`src/hdl/cbcc_pkg.sv`:
```
// ----------------------------------------------------------------------------
// cbcc_pkg: shared types and constants of the cluster box and cone classifier
// Payload structs, configuration layout and controller-to-datapath commands.
// ----------------------------------------------------------------------------
`default_nettype none

package cbcc_pkg;

   // Coordinate width of points, centroids and extents
   localparam int COORD_BITS = 20;
   // Default bound on accumulated points per cluster
   localparam int MAX_CLUSTER_POINTS_DEF = 4096;

   // Configuration layout
   localparam int SIZE_W     = 20;
   localparam int RATIO_W    = 16;
   localparam int RATIO_FRAC = 8;
   localparam int CSR_IDX_W  = 3;
   localparam int CSR_DATA_W = 20;
   localparam int POINTS_W   = 13;

   localparam logic [CSR_IDX_W-1:0] CSR_SIZE_X_MIN    = 3'd0;
   localparam logic [CSR_IDX_W-1:0] CSR_SIZE_X_MAX    = 3'd1;
   localparam logic [CSR_IDX_W-1:0] CSR_SIZE_Y_MIN    = 3'd2;
   localparam logic [CSR_IDX_W-1:0] CSR_SIZE_Y_MAX    = 3'd3;
   localparam logic [CSR_IDX_W-1:0] CSR_RATIO_MIN     = 3'd4;
   localparam logic [CSR_IDX_W-1:0] CSR_RATIO_MAX     = 3'd5;

   typedef struct packed {
      logic signed [COORD_BITS-1:0] point_x;
      logic signed [COORD_BITS-1:0] point_y;
      logic signed [COORD_BITS-1:0] point_z;
      logic                         last_point;
   } req_type;

   typedef struct packed {
      logic signed [COORD_BITS-1:0] centre_x;
      logic signed [COORD_BITS-1:0] centre_y;
      logic signed [COORD_BITS-1:0] centre_z;
      logic        [COORD_BITS-1:0] extent_x;
      logic        [COORD_BITS-1:0] extent_y;
      logic        [COORD_BITS-1:0] extent_z;
      logic        [POINTS_W-1:0]   points_seen;
      logic                         is_cone;
      logic                         too_many_points;
   } rsp_type;

   typedef struct packed {
      logic [SIZE_W-1:0]  cone_size_x_min;
      logic [SIZE_W-1:0]  cone_size_x_max;
      logic [SIZE_W-1:0]  cone_size_y_min;
      logic [SIZE_W-1:0]  cone_size_y_max;
      logic [RATIO_W-1:0] height_ratio_min;
      logic [RATIO_W-1:0] height_ratio_max;
   } cfg_type;

   // Ratio check index: bit 0 picks the max limit, bit 1 picks the x extent
   typedef struct packed {
      logic       accum;      // fold the accepted point into the accumulators
      logic       load;       // capture extents, size check and divider operands
      logic       ratio_mul;  // form one ratio limit times width product
      logic       ratio_cmp;  // compare height against the previous product
      logic [1:0] ratio_idx;
      logic       div_step;   // one quotient bit on all three axes
      logic       emit;       // load result register, clear accumulators
   } cmd_type;

endpackage

`default_nettype wire

```
`src/hdl/cbcc_csr.sv`:
```
// ----------------------------------------------------------------------------
// cbcc_csr: configuration registers
// Write-only register file for the size and ratio limits of the cone test.
// ----------------------------------------------------------------------------
`default_nettype none

module cbcc_csr (
   input  wire                              clock,
   input  wire                              reset,
   input  wire                              csr_wr_en,
   input  wire  [cbcc_pkg::CSR_IDX_W-1:0]   csr_index,
   input  wire  [cbcc_pkg::CSR_DATA_W-1:0]  csr_wr_data,
   output cbcc_pkg::cfg_type                cfg
);
   import cbcc_pkg::*;

   cfg_type cfg_ff;

   always_ff @(posedge clock) begin
      if (reset) begin
         cfg_ff.cone_size_x_min  <= '0;
         cfg_ff.cone_size_x_max  <= '1;
         cfg_ff.cone_size_y_min  <= '0;
         cfg_ff.cone_size_y_max  <= '1;
         cfg_ff.height_ratio_min <= '0;
         cfg_ff.height_ratio_max <= '1;
      end else if (csr_wr_en) begin
         unique case (csr_index)
            CSR_SIZE_X_MIN: cfg_ff.cone_size_x_min  <= csr_wr_data[SIZE_W-1:0];
            CSR_SIZE_X_MAX: cfg_ff.cone_size_x_max  <= csr_wr_data[SIZE_W-1:0];
            CSR_SIZE_Y_MIN: cfg_ff.cone_size_y_min  <= csr_wr_data[SIZE_W-1:0];
            CSR_SIZE_Y_MAX: cfg_ff.cone_size_y_max  <= csr_wr_data[SIZE_W-1:0];
            CSR_RATIO_MIN:  cfg_ff.height_ratio_min <= csr_wr_data[RATIO_W-1:0];
            CSR_RATIO_MAX:  cfg_ff.height_ratio_max <= csr_wr_data[RATIO_W-1:0];
            default: ;
         endcase
      end
   end

   assign cfg = cfg_ff;

endmodule

`default_nettype wire

```
`src/hdl/cbcc_ctrl.sv`:
```
// ----------------------------------------------------------------------------
// cbcc_ctrl: controller of the cluster classifier
// Sequences accumulation, ratio checks, division and result hand-off.
// ----------------------------------------------------------------------------
`default_nettype none

module cbcc_ctrl #(
   parameter int MAX_CLUSTER_POINTS = cbcc_pkg::MAX_CLUSTER_POINTS_DEF
) (
   input  wire                clock,
   input  wire                reset,
   input  wire                req_valid,
   input  wire                req_last,
   output logic               req_stall,
   output logic               rsp_valid,
   input  wire                rsp_stall,
   output cbcc_pkg::cmd_type  cmd
);
   import cbcc_pkg::*;

   localparam int CNT_W     = $clog2(MAX_CLUSTER_POINTS + 1);
   localparam int DIV_STEPS = COORD_BITS + CNT_W;
   localparam int STEP_W    = $clog2(DIV_STEPS + 1);
   localparam logic [STEP_W-1:0] RATIO_LAST = STEP_W'(4);
   localparam logic [STEP_W-1:0] DIV_LAST   = STEP_W'(DIV_STEPS - 1);

   localparam logic [2:0] ST_ACCUM  = 3'd0;
   localparam logic [2:0] ST_LOAD   = 3'd1;
   localparam logic [2:0] ST_RATIO  = 3'd2;
   localparam logic [2:0] ST_DIVIDE = 3'd3;
   localparam logic [2:0] ST_FINISH = 3'd4;

   logic [2:0]        state_ff, state_in;
   logic [STEP_W-1:0] step_ff, step_in;
   logic              rsp_valid_ff, rsp_valid_in;
   logic              accept;

   assign req_stall = (state_ff != ST_ACCUM);
   assign accept    = req_valid && !req_stall;

   always_comb begin
      state_in     = state_ff;
      step_in      = step_ff;
      rsp_valid_in = rsp_valid_ff && rsp_stall;
      cmd          = '0;
      cmd.ratio_idx = step_ff[1:0];
      unique case (state_ff)
         ST_ACCUM: begin
            cmd.accum = accept;
            if (accept && req_last) begin
               state_in = ST_LOAD;
            end
         end
         ST_LOAD: begin
            cmd.load = 1'b1;
            step_in  = '0;
            state_in = ST_RATIO;
         end
         ST_RATIO: begin
            cmd.ratio_mul = (step_ff != RATIO_LAST);
            cmd.ratio_cmp = (step_ff != '0);
            if (step_ff == RATIO_LAST) begin
               step_in  = '0;
               state_in = ST_DIVIDE;
            end else begin
               step_in = step_ff + 1'b1;
            end
         end
         ST_DIVIDE: begin
            cmd.div_step = 1'b1;
            if (step_ff == DIV_LAST) begin
               state_in = ST_FINISH;
            end else begin
               step_in = step_ff + 1'b1;
            end
         end
         ST_FINISH: begin
            // Wait until the result register is free
            if (!rsp_valid_ff || !rsp_stall) begin
               cmd.emit     = 1'b1;
               rsp_valid_in = 1'b1;
               state_in     = ST_ACCUM;
            end
         end
         default: state_in = ST_ACCUM;
      endcase
   end

   always_ff @(posedge clock) begin
      if (reset) begin
         state_ff     <= ST_ACCUM;
         step_ff      <= '0;
         rsp_valid_ff <= 1'b0;
      end else begin
         state_ff     <= state_in;
         step_ff      <= step_in;
         rsp_valid_ff <= rsp_valid_in;
      end
   end

   assign rsp_valid = rsp_valid_ff;

endmodule

`default_nettype wire

```
`src/hdl/cbcc_dpath.sv`:
```
// ----------------------------------------------------------------------------
// cbcc_dpath: datapath of the cluster classifier
// Accumulators, extents, shared ratio multiplier, bit-serial dividers and
// result register.
// ----------------------------------------------------------------------------
`default_nettype none

module cbcc_dpath #(
   parameter int MAX_CLUSTER_POINTS = cbcc_pkg::MAX_CLUSTER_POINTS_DEF
) (
   input  wire                clock,
   input  wire                reset,
   input  cbcc_pkg::req_type  req_data,
   input  cbcc_pkg::cfg_type  cfg,
   input  cbcc_pkg::cmd_type  cmd,
   output cbcc_pkg::rsp_type  rsp_data
);
   import cbcc_pkg::*;

   localparam int CNT_W  = $clog2(MAX_CLUSTER_POINTS + 1);
   localparam int SUM_W  = COORD_BITS + CNT_W;
   localparam int PROD_W = RATIO_W + COORD_BITS;
   localparam int CMP_W  = (SIZE_W > COORD_BITS) ? SIZE_W : COORD_BITS;
   localparam logic [CNT_W-1:0] CNT_MAX = CNT_W'(MAX_CLUSTER_POINTS);
   localparam logic signed [COORD_BITS-1:0] COORD_MAX_POS = {1'b0, {(COORD_BITS-1){1'b1}}};
   localparam logic signed [COORD_BITS-1:0] COORD_MIN_NEG = {1'b1, {(COORD_BITS-1){1'b0}}};

   logic signed [COORD_BITS-1:0] pt [3];
   logic signed [SUM_W-1:0]      sum_ff [3];
   logic signed [COORD_BITS-1:0] min_ff [3];
   logic signed [COORD_BITS-1:0] max_ff [3];
   logic [CNT_W-1:0]             cnt_ff;
   logic                         ovf_ff;

   logic [COORD_BITS-1:0]        ext_calc [3];
   logic [COORD_BITS-1:0]        ext_ff [3];
   logic                         cone_ff;
   logic                         size_ok;

   logic [PROD_W-1:0]            prod_ff;
   logic                         pidx_ff;
   logic [RATIO_W-1:0]           ratio_sel;
   logic [COORD_BITS-1:0]        width_sel;
   logic [PROD_W-1:0]            height_scaled;
   logic                         ratio_fail;

   logic [SUM_W-1:0]             quo_ff [3];
   logic [CNT_W-1:0]             rem_ff [3];
   logic                         neg_ff [3];
   logic [SUM_W-1:0]             quo_in [3];
   logic [CNT_W-1:0]             rem_in [3];
   logic [SUM_W-1:0]             mean [3];

   logic [CNT_W+POINTS_W-1:0]    cnt_wide;
   rsp_type                      rsp_ff;

   assign pt[0] = req_data.point_x;
   assign pt[1] = req_data.point_y;
   assign pt[2] = req_data.point_z;

   // Accumulators: drop extra points and flag overflow once the bound is reached
   always_ff @(posedge clock) begin
      if (reset || cmd.emit) begin
         for (int a = 0; a < 3; a++) begin
            sum_ff[a] <= '0;
            min_ff[a] <= COORD_MAX_POS;
            max_ff[a] <= COORD_MIN_NEG;
         end
         cnt_ff <= '0;
         ovf_ff <= 1'b0;
      end else if (cmd.accum) begin
         if (cnt_ff == CNT_MAX) begin
            ovf_ff <= 1'b1;
         end else begin
            for (int a = 0; a < 3; a++) begin
               sum_ff[a] <= sum_ff[a] + SUM_W'(pt[a]);
               if (pt[a] < min_ff[a]) min_ff[a] <= pt[a];
               if (pt[a] > max_ff[a]) max_ff[a] <= pt[a];
            end
            cnt_ff <= cnt_ff + 1'b1;
         end
      end
   end

   always_comb begin
      for (int a = 0; a < 3; a++) begin
         ext_calc[a] = max_ff[a] - min_ff[a];
      end
   end

   assign size_ok =
      (CMP_W'(ext_calc[0]) >= CMP_W'(cfg.cone_size_x_min)) &&
      (CMP_W'(ext_calc[0]) <= CMP_W'(cfg.cone_size_x_max)) &&
      (CMP_W'(ext_calc[1]) >= CMP_W'(cfg.cone_size_y_min)) &&
      (CMP_W'(ext_calc[1]) <= CMP_W'(cfg.cone_size_y_max));

   // Ratio checks as height * 256 against limit * width; a zero width makes
   // the product zero, so a zero height passes and any other height fails.
   assign ratio_sel     = cmd.ratio_idx[0] ? cfg.height_ratio_max : cfg.height_ratio_min;
   assign width_sel     = cmd.ratio_idx[1] ? ext_ff[0] : ext_ff[1];
   assign height_scaled = PROD_W'({ext_ff[2], {RATIO_FRAC{1'b0}}});
   assign ratio_fail    = pidx_ff ? (height_scaled > prod_ff)
                                  : (height_scaled < prod_ff);

   always_ff @(posedge clock) begin
      if (cmd.ratio_mul) begin
         prod_ff <= PROD_W'(ratio_sel) * PROD_W'(width_sel);
         pidx_ff <= cmd.ratio_idx[0];
      end
   end

   always_ff @(posedge clock) begin
      if (cmd.load) begin
         cone_ff <= size_ok;
      end else if (cmd.ratio_cmp && ratio_fail) begin
         cone_ff <= 1'b0;
      end
   end

   // Restoring dividers on magnitudes, one quotient bit per step on each axis
   always_comb begin
      logic [CNT_W:0] trial;
      logic [CNT_W:0] diff;
      for (int a = 0; a < 3; a++) begin
         trial     = {rem_ff[a], quo_ff[a][SUM_W-1]};
         diff      = trial - {1'b0, cnt_ff};
         if (trial >= {1'b0, cnt_ff}) begin
            rem_in[a] = diff[CNT_W-1:0];
            quo_in[a] = {quo_ff[a][SUM_W-2:0], 1'b1};
         end else begin
            rem_in[a] = trial[CNT_W-1:0];
            quo_in[a] = {quo_ff[a][SUM_W-2:0], 1'b0};
         end
         mean[a] = neg_ff[a] ? (~quo_ff[a] + 1'b1) : quo_ff[a];
      end
   end

   always_ff @(posedge clock) begin
      for (int a = 0; a < 3; a++) begin
         if (cmd.load) begin
            ext_ff[a] <= ext_calc[a];
            neg_ff[a] <= sum_ff[a][SUM_W-1];
            quo_ff[a] <= sum_ff[a][SUM_W-1] ? (~sum_ff[a] + 1'b1) : sum_ff[a];
            rem_ff[a] <= '0;
         end else if (cmd.div_step) begin
            quo_ff[a] <= quo_in[a];
            rem_ff[a] <= rem_in[a];
         end
      end
   end

   assign cnt_wide = {{POINTS_W{1'b0}}, cnt_ff};

   always_ff @(posedge clock) begin
      if (cmd.emit) begin
         rsp_ff.centre_x        <= mean[0][COORD_BITS-1:0];
         rsp_ff.centre_y        <= mean[1][COORD_BITS-1:0];
         rsp_ff.centre_z        <= mean[2][COORD_BITS-1:0];
         rsp_ff.extent_x        <= ext_ff[0];
         rsp_ff.extent_y        <= ext_ff[1];
         rsp_ff.extent_z        <= ext_ff[2];
         rsp_ff.points_seen     <= cnt_wide[POINTS_W-1:0];
         rsp_ff.is_cone         <= cone_ff;
         rsp_ff.too_many_points <= ovf_ff;
      end
   end

   assign rsp_data = rsp_ff;

endmodule

`default_nettype wire

```
`src/hdl/cluster_box_cone_classifier.sv`:
```
// Throughput: a point without the last flag is taken every cycle while no cluster is closing.
// A point with the last flag closes the cluster: a load step, the ratio checks on
// the shared multiplier and the bit-serial division of each sum by the point count
// follow, then the result register loads, later while an earlier result still waits.
// The next cluster's first point is taken in the cycle after the result loads.
// Reset (synchronous, active high) clears accumulators, controller state and output
// valid, and sets the limits to their widest window.
// ----------------------------------------------------------------------------
// cluster_box_cone_classifier: cluster bounding box, centroid and cone test
// Accumulates per-axis sums, minima, maxima and a point count, then emits
// centroid, extents and the cone decision for each cluster.
// ----------------------------------------------------------------------------
`default_nettype none

module cluster_box_cone_classifier #(
   parameter int MAX_CLUSTER_POINTS = cbcc_pkg::MAX_CLUSTER_POINTS_DEF
) (
   input  wire                              clock,
   input  wire                              reset,
   // point input channel
   input  wire                              req_valid,
   output logic                             req_stall,
   input  cbcc_pkg::req_type                req_data,
   // result channel
   output logic                             rsp_valid,
   input  wire                              rsp_stall,
   output cbcc_pkg::rsp_type                rsp_data,
   // configuration write port
   input  wire                              csr_wr_en,
   input  wire  [cbcc_pkg::CSR_IDX_W-1:0]   csr_index,
   input  wire  [cbcc_pkg::CSR_DATA_W-1:0]  csr_wr_data
);
   import cbcc_pkg::*;

   cfg_type cfg;
   cmd_type cmd;

   // Limits for the size and ratio checks; the user must write them only while idle, the block does not enforce it
   cbcc_csr u_csr (
      .clock       (clock),
      .reset       (reset),
      .csr_wr_en   (csr_wr_en),
      .csr_index   (csr_index),
      .csr_wr_data (csr_wr_data),
      .cfg         (cfg)
   );

   // Controller: owns both handshakes. A transfer on the input channel folds
   // one point in; the flagged point starts the close-out sequence. The result
   // register frees the output side, so a waiting result only blocks the next
   // cluster's close-out, never its accumulation.
   cbcc_ctrl #(
      .MAX_CLUSTER_POINTS (MAX_CLUSTER_POINTS)
   ) u_ctrl (
      .clock     (clock),
      .reset     (reset),
      .req_valid (req_valid),
      .req_last  (req_data.last_point),
      .req_stall (req_stall),
      .rsp_valid (rsp_valid),
      .rsp_stall (rsp_stall),
      .cmd       (cmd)
   );

   // Datapath: accumulators, ratio multiplier, dividers and result register
   cbcc_dpath #(
      .MAX_CLUSTER_POINTS (MAX_CLUSTER_POINTS)
   ) u_dpath (
      .clock    (clock),
      .reset    (reset),
      .req_data (req_data),
      .cfg      (cfg),
      .cmd      (cmd),
      .rsp_data (rsp_data)
   );

endmodule

`default_nettype wire

```
`config.mk`:
```
export PLATFORM = sky130hd
export DESIGN_NAME = cluster_box_cone_classifier
export DESIGN_NICKNAME = d
export VERILOG_FILES = /design/src/hdl/cbcc_pkg.sv /design/src/hdl/cbcc_csr.sv /design/src/hdl/cbcc_ctrl.sv /design/src/hdl/cbcc_dpath.sv /design/src/hdl/cluster_box_cone_classifier.sv
export SDC_FILE = /design/constraint.sdc
export NUM_CORES = 2
export LEC_CHECK = 0
export ABC_AREA = 1
export ABC_CLOCK_PERIOD_IN_PS = 13620
export BUFFER_PORTS_ARGS = -buffer_cell sky130_fd_sc_hd__buf_2
export CORE_MARGIN = 5
export CORE_UTILIZATION = 30
export DETAILED_ROUTE_END_ITERATION = 8
export GPL_TIMING_DRIVEN = 0
export PLACE_DENSITY = 0.51
export SLEW_MARGIN = 15
export SYNTH_ARGS = -nofsm -noshare
export SYNTH_HDL_FRONTEND = slang
export SYNTH_HIERARCHICAL = 1
export SYNTH_SLANG_ARGS = --single-unit
```
`constraint.sdc`:
```
create_clock -name clock -period 13.62 [get_ports clock]
set_input_delay 1.362 -clock clock [delete_from_list [all_inputs] [get_ports clock]]
set_output_delay 1.362 -clock clock [all_outputs]
set_load 0.05 [all_outputs]
```
* Word level (Yosys, flattened, before mapping)
Memories as Yosys holds them, arrays and structs flattened.
Index checks and enable logic that the tools add are counted.
** Word-level totals
- Bits in registers :: 309
- Bits of input ports :: 89
- RAM bits :: 420
- Output and inout bits :: 137
- Memories kept :: 7
** Memory list
- u_dpath.quo_ff :: words 3, width 33, read ports 3, clocked after memory_dff 0, write ports 3, RTL line cbcc_dpath.sv:47 : logic [SUM_W-1:0] quo_ff [3];
- u_dpath.sum_ff :: words 3, width 33, read ports 3, clocked after memory_dff 0, write ports 3, RTL line cbcc_dpath.sv:29 : logic signed [SUM_W-1:0] sum_ff [3];
- u_dpath.ext_ff :: words 3, width 20, read ports 3, clocked after memory_dff 0, write ports 3, RTL line cbcc_dpath.sv:36 : logic [COORD_BITS-1:0] ext_ff [3];
- u_dpath.max_ff :: words 3, width 20, read ports 3, clocked after memory_dff 0, write ports 3, RTL line cbcc_dpath.sv:31 : logic signed [COORD_BITS-1:0] max_ff [3];
- u_dpath.min_ff :: words 3, width 20, read ports 3, clocked after memory_dff 0, write ports 3, RTL line cbcc_dpath.sv:30 : logic signed [COORD_BITS-1:0] min_ff [3];
- u_dpath.rem_ff :: words 3, width 13, read ports 3, clocked after memory_dff 0, write ports 3, RTL line cbcc_dpath.sv:48 : logic [CNT_W-1:0] rem_ff [3];
- 1 more memories
** Cells by class
- Add/sub/neg operators :: 17
- $mul :: 1
- Muxes and demuxes :: 89
- Equality and inequality tests :: 18
- Bitwise gates (word level) :: 22
- $lt $le $gt $ge :: 15
- Reduce and logical (&&, ||, !) cells :: 28
** Operators with widths (count)
- two-way mux 33 bit :: 9
- two-way mux 20 bit :: 10
- adder 33 x 1 -> 33 bit (second input constant) :: 3
- adder 33 x 20 -> 33 bit :: 3
- NOT 33 bit :: 3
- two-way mux 13 bit :: 6
- adder 20 x 1 -> 20 bit (second input constant) :: 3
- > comparator 20 bit :: 3
- less-than comparator 20 bit :: 3
- NOT 20 bit :: 3
- subtractor 20 bit :: 3
- two-way mux 1 bit :: 54
- greater-or-equal comparator 14 x 13 -> 1 bit :: 3
- greater-or-equal comparator 20 bit :: 2
- less-or-equal comparator 20 bit :: 2
- subtractor 13 bit :: 3
- > comparator 28 x 36 -> 1 bit :: 1
- less-than comparator 28 x 36 -> 1 bit :: 1
- multiplier 16 x 20 -> 36 bit :: 1
- one-hot mux 6 bit (3 select lines) :: 1
- AND reduction 2 bit :: 9
- two-way mux 16 bit :: 1
- bitwise OR 1 bit :: 15
- one-hot mux 3 bit (5 select lines) :: 1
- 23 further kinds :: 47

* Depth between registers and ports, before layout
- Depth in word-level cells :: 8
- Mapped depth :: 32
- Depth with buffers taken out :: 29

* Hierarchy
The synthesis kept the hierarchy.
** By module, submodules not included
- cbcc_dpath :: area an instance 53028.4 µm², instances 1, cells each 6476
- cbcc_csr :: area an instance 4254.1 µm², instances 1, cells each 586
- cbcc_ctrl :: area an instance 732.0 µm², instances 1, cells each 108

* Least setup slack after synthesis
OpenSTA, ideal clock, no wires.
- Path kind :: input -> register
- Start point :: input rsp_stall
- End point :: memory u_dpath/sum_ff[0][0] (netlist bit) (enable)
- Slack :: 2.241 ns
- Data required time :: 13.158 ns
- Buffers on the path :: 0
- Arrival time :: 10.917 ns
- Stages :: 5
- Path through :: nand2_1 inv_1 nor2_1 nor2_1 nand2_1
** RTL lines
- start: declaration :: RTL line cluster_box_cone_classifier.sv:26 : input wire rsp_stall,
- end: declaration :: RTL line cbcc_dpath.sv:29

* Worst setup path in the final report
- Start point :: register u_ctrl.step_ff[0]
- End point :: register u_dpath.prod_ff[35], data pin
** On the way
- Longest elaborated chain between the ends :: 2
** RTL lines
- start: declaration :: RTL line cbcc_ctrl.sv:34 : logic [STEP_W-1:0] step_ff, step_in;
- start signal: assignment :: RTL line cbcc_ctrl.sv:96 : step_ff <= step_in;
- two-way mux 16 bit :: RTL line cbcc_dpath.sv:99 : assign ratio_sel = cmd.ratio_idx[0] ? cfg.height_ratio_max : cfg.height_ratio_min;
- multiplier 16 x 20 -> 36 bit :: RTL line cbcc_dpath.sv:107 : prod_ff <= PROD_W'(ratio_sel) * PROD_W'(width_sel);
- end signal: assignment :: RTL line cbcc_dpath.sv:107
- end: declaration :: RTL line cbcc_dpath.sv:40 : logic [PROD_W-1:0] prod_ff;
Every way passes these cells.
A chain may end at the register's enable or synchronous reset.

==> reports/metrics.yaml <==
logic_synthesis:
  synthTopCellsByCount: "nand2_1 (1593), inv_1 (1114), nor2_1 (841)"
  synth_top_area_share_pct: 30.7
  yosysTopAreaCell: "edfxtp_1"
  synth-seq-cells: 729
  synth-adder-area-share_pct: 20.3
  syn_nets: 8045
  synth_compound_area_share_pct: 9.44
  async_flop_share_pct: 0
  synth_top_family_by_area: "simple AND/OR/NAND/NOR gates"
  syn_area_um2: 58000
  yosysSeqAreaShare_pct: 35.4
  synth-warning-count: 6
  yosysMostFrequentCell: "nand2_1"
  yosys.area_share.xor_xnor_pct: 3.61
  synth_mux_area_share_pct: 0
  yosys.area_share.simple_pct: 22.6
  synth_ff_type: "edfxtp_1"
  synthTopCellsByArea: "edfxtp_1 (31%), ha_1 (11%), nand2_1 (10%)"
  synthesis.instances: 7170
  synth-edff-count: 593
  avgSynthCellArea_um2: 8.09
  synth.distinct_cells: 61
sta:
  min_period_ns: 8.20
  finClkSkew_ns: 0.0534
  fin_crit_sh_pct: 60.2
  worstMarginPinSlew_ns: 1.31
  holdWs_ns: 0.434
  setup_viol: 0
  hold_viol: 0
  tns_ns: 0
  rsz0062_at_grt: "no"
  fmax_ghz: 0.122
  maxSlewHeadroom_pct: 12.1
  final_max_slew_viol_count: 0
route:
  drt.antenna.violating_nets: 0
  met1Wirelength_um: 83900
  wl_per_cell_um: 19.1
  route.met3.wl_um: 9430
  routed.top_layer: "met5"
  via_count: 49200
  drtPass1Iterations: 6
  drc: 0
  wirelength_um: 194000
  vias_per_cell: 4.86
  first_iter_violations: 3614
  wl_met2_um: 93800
setup_path:
  crit_arrival_ns: 8.66
  cp_max_fo: 10
  cp-start-kind: "flop"
  critPathKind: "flop to flop"
  reg2reg_from: "u_ctrl/step_ff[0]"
  startpoint: "u_ctrl/step_ff[0]"
  end_kind: "flop"
  worstPathRequired_ns: 14.07
floorplan:
  ios: 226
  core_um2: 192000
  chipHeight_um: 450
  rows: 161
  die_w_um: 450
  fp.dieArea_um2: 202000
  start_util_pct: 30.2
clock_tree:
  htree_levels: 3
  clock_sinks: 729
  clk_pin_slew_ns: 0.06
  cts_setup_buffers: 0
  numCtsBuffers: 89
  post_cts_resized: 0
  cts_root_buffer: "clkbuf_16"
  insertion_delay_ns: 0.75
  clockBufferDepth: 3
  hold_buffers: 0
  cts_tree: "built"
layout:
  drive_gt1_share_pct: 7.36
  stdcell_area_um2: 65800
  final_nets: 8373
  syn_to_final_growth_pct: 13.4
  fin_cells: 10100
  final_core_util_pct: 34.2
grt:
  grt_pass1_wl_um: 293000
  grt_pass1_vias: 48500
  grt_overflow: 0
  grt_start_max_net_pins: 52
  antenna_found_initial: 40
  grt.total_usage_pct: 18.7
power_and_ir_drop:
  combPwrFrac_pct: 64.8
  leakagePower_nw: 30.4
  switching_share_pct: 51.2
  switchingPower_mw: 9.52
  p_clk_share_pct: 13.5
  peakVddDrop_mv: 0.451
  internal_power_mw: 9.08
  seqPwrFrac_pct: 21.7
  p_per_area_nw_per_um2: 283
place:
  portBuffers: 225
  dp_cells: 9933
  post_dp_cell_area_um2: 62600
  gp_congestion: 0.922
  place_hpwl_um: 158000
min_path:
  min_from: "u_dpath/ovf_ff"
  hp-class: "flop to flop"
flow_run:
  drv_cap: 0
status:
  status: "finished clean"
[area by class of cell]
type	instances	area, um2
Antenna cell	14	35.0
Multi-Input combinational cell	5148	32500
Timing Repair Buffer	237	1430
Fill cell	20100	127000
Clock inverter	51	642
Clock buffer	114	2450
Tap cell	2526	3160
Buffer	146	727
Inverter	1147	4320
Sequential cell	729	20500
[cells in the final DEF (no fill, tap or decap), drive strengths merged, types with 5 or more instances in the layout]
cell type  count
and2           5
nand3b        17
o21ai        390
buf          302
bufinv         9
nor4          20
nand2       1606
inv         1142
o211ai        12
o21a          20
fa           259
ha           527
o31ai          7
nor3          81
diode         14
clkinv        44
a31oi         16
clkbuf       195
a21oi        476
a21boi        11
a21o          34
nor2         886
nand4         93
dfxtp        136
o21bai        38
nand3        378
xnor2         70
or2           17
xor2         169
edfxtp       593
[sequential cells by signal, summed over array words and instances, names as in the netlist]
signal and flops:
u_ctrl/rsp_valid 1, u_csr/cfg 112, u_dpath/ext_ff 60, u_ctrl/state_ff 3
u_dpath/min_ff 60, u_dpath/prod_ff 36, u_dpath/ovf_ff 1, u_dpath/neg_ff 3
u_dpath/cnt_ff 13, u_dpath/cone_ff 1, u_dpath/pidx_ff 1, u_dpath/quo_ff 99
u_dpath/max_ff 60, u_dpath/rsp_data 135, u_ctrl/step_ff 6, u_dpath/rem_ff 39
u_dpath/sum_ff 99
[path summary, 6_finish.rpt]
check | to | slack (ns) | cells after the start
setup reg to reg | u_dpath/prod_ff[35] | 5.42 | 27
setup / recovery | u_dpath/prod_ff[35] | 5.42 | 27
hold / removal | u_dpath/rsp_data[0] | 0.43 | 0
hold reg to reg | u_dpath/rsp_data[0] | 0.43 | 0
[logic make-up (layout without fill, tap and decap cells)]
kind of cell	count (synthesis)	count (layout)
simple gates	3107	3107
fa+ha+maj	786	786
compound gates	1016	1016
buf+inv	1293	1695
other cells	0	14
xor+xnor	239	239
flops	729	729
[power groups by stage]
stage          Combinational, mW  Clock, mW  Sequential [mW]
2_1_floorplan               8.46          0             3.89
6_report                    12.0       2.52             4.03
4_1_cts                     12.2       2.60             4.04
3_3_place_gp                12.0          0             4.15
3_5_place_dp                12.1          0             4.08
5_1_grt                     13.7       2.69             4.08
[metal layers]
layer | GRT usage (%) | up-vias
met5 | 0 | -
met4 | 6.58 | 8
met2 | 32.5 | 1239
met1 | 23.9 | 23600
met3 | 2.42 | 289
li1 | - | 24100
[critical path, cell delays in order (launching register included)]
cell	delay (ns)
dfxtp_1	0.35
buf_4	0.18
clkbuf_1	0.25
o21ai_0	1.01
clkinv_1	0.58
clkbuf_1	0.43
nand2_1	0.19
fa_1	0.40
inv_1	0.09
fa_1	0.41
inv_1	0.08
fa_1	0.40
inv_1	0.09
fa_1	0.41
fa_1	0.55
inv_1	0.07
fa_1	0.60
inv_1	0.07
ha_1	0.36
nand2_1	0.10
nor2_1	0.18
nand4_1	0.10
o21ai_0	0.52
nand2_1	0.10
nand2_1	0.17
nand2_1	0.11
nand3b_1	0.09
nand2_1	0.05
[metrics by stage]
stage	power, mW	setup WS, ns
floorplan	12.4	2.24
global placement	16.2	-6.63
detailed placement	16.2	5.63
CTS	18.9	5.59
global route	20.5	4.91
finish	18.6	5.42
Power figures use the tool's default switching activity.
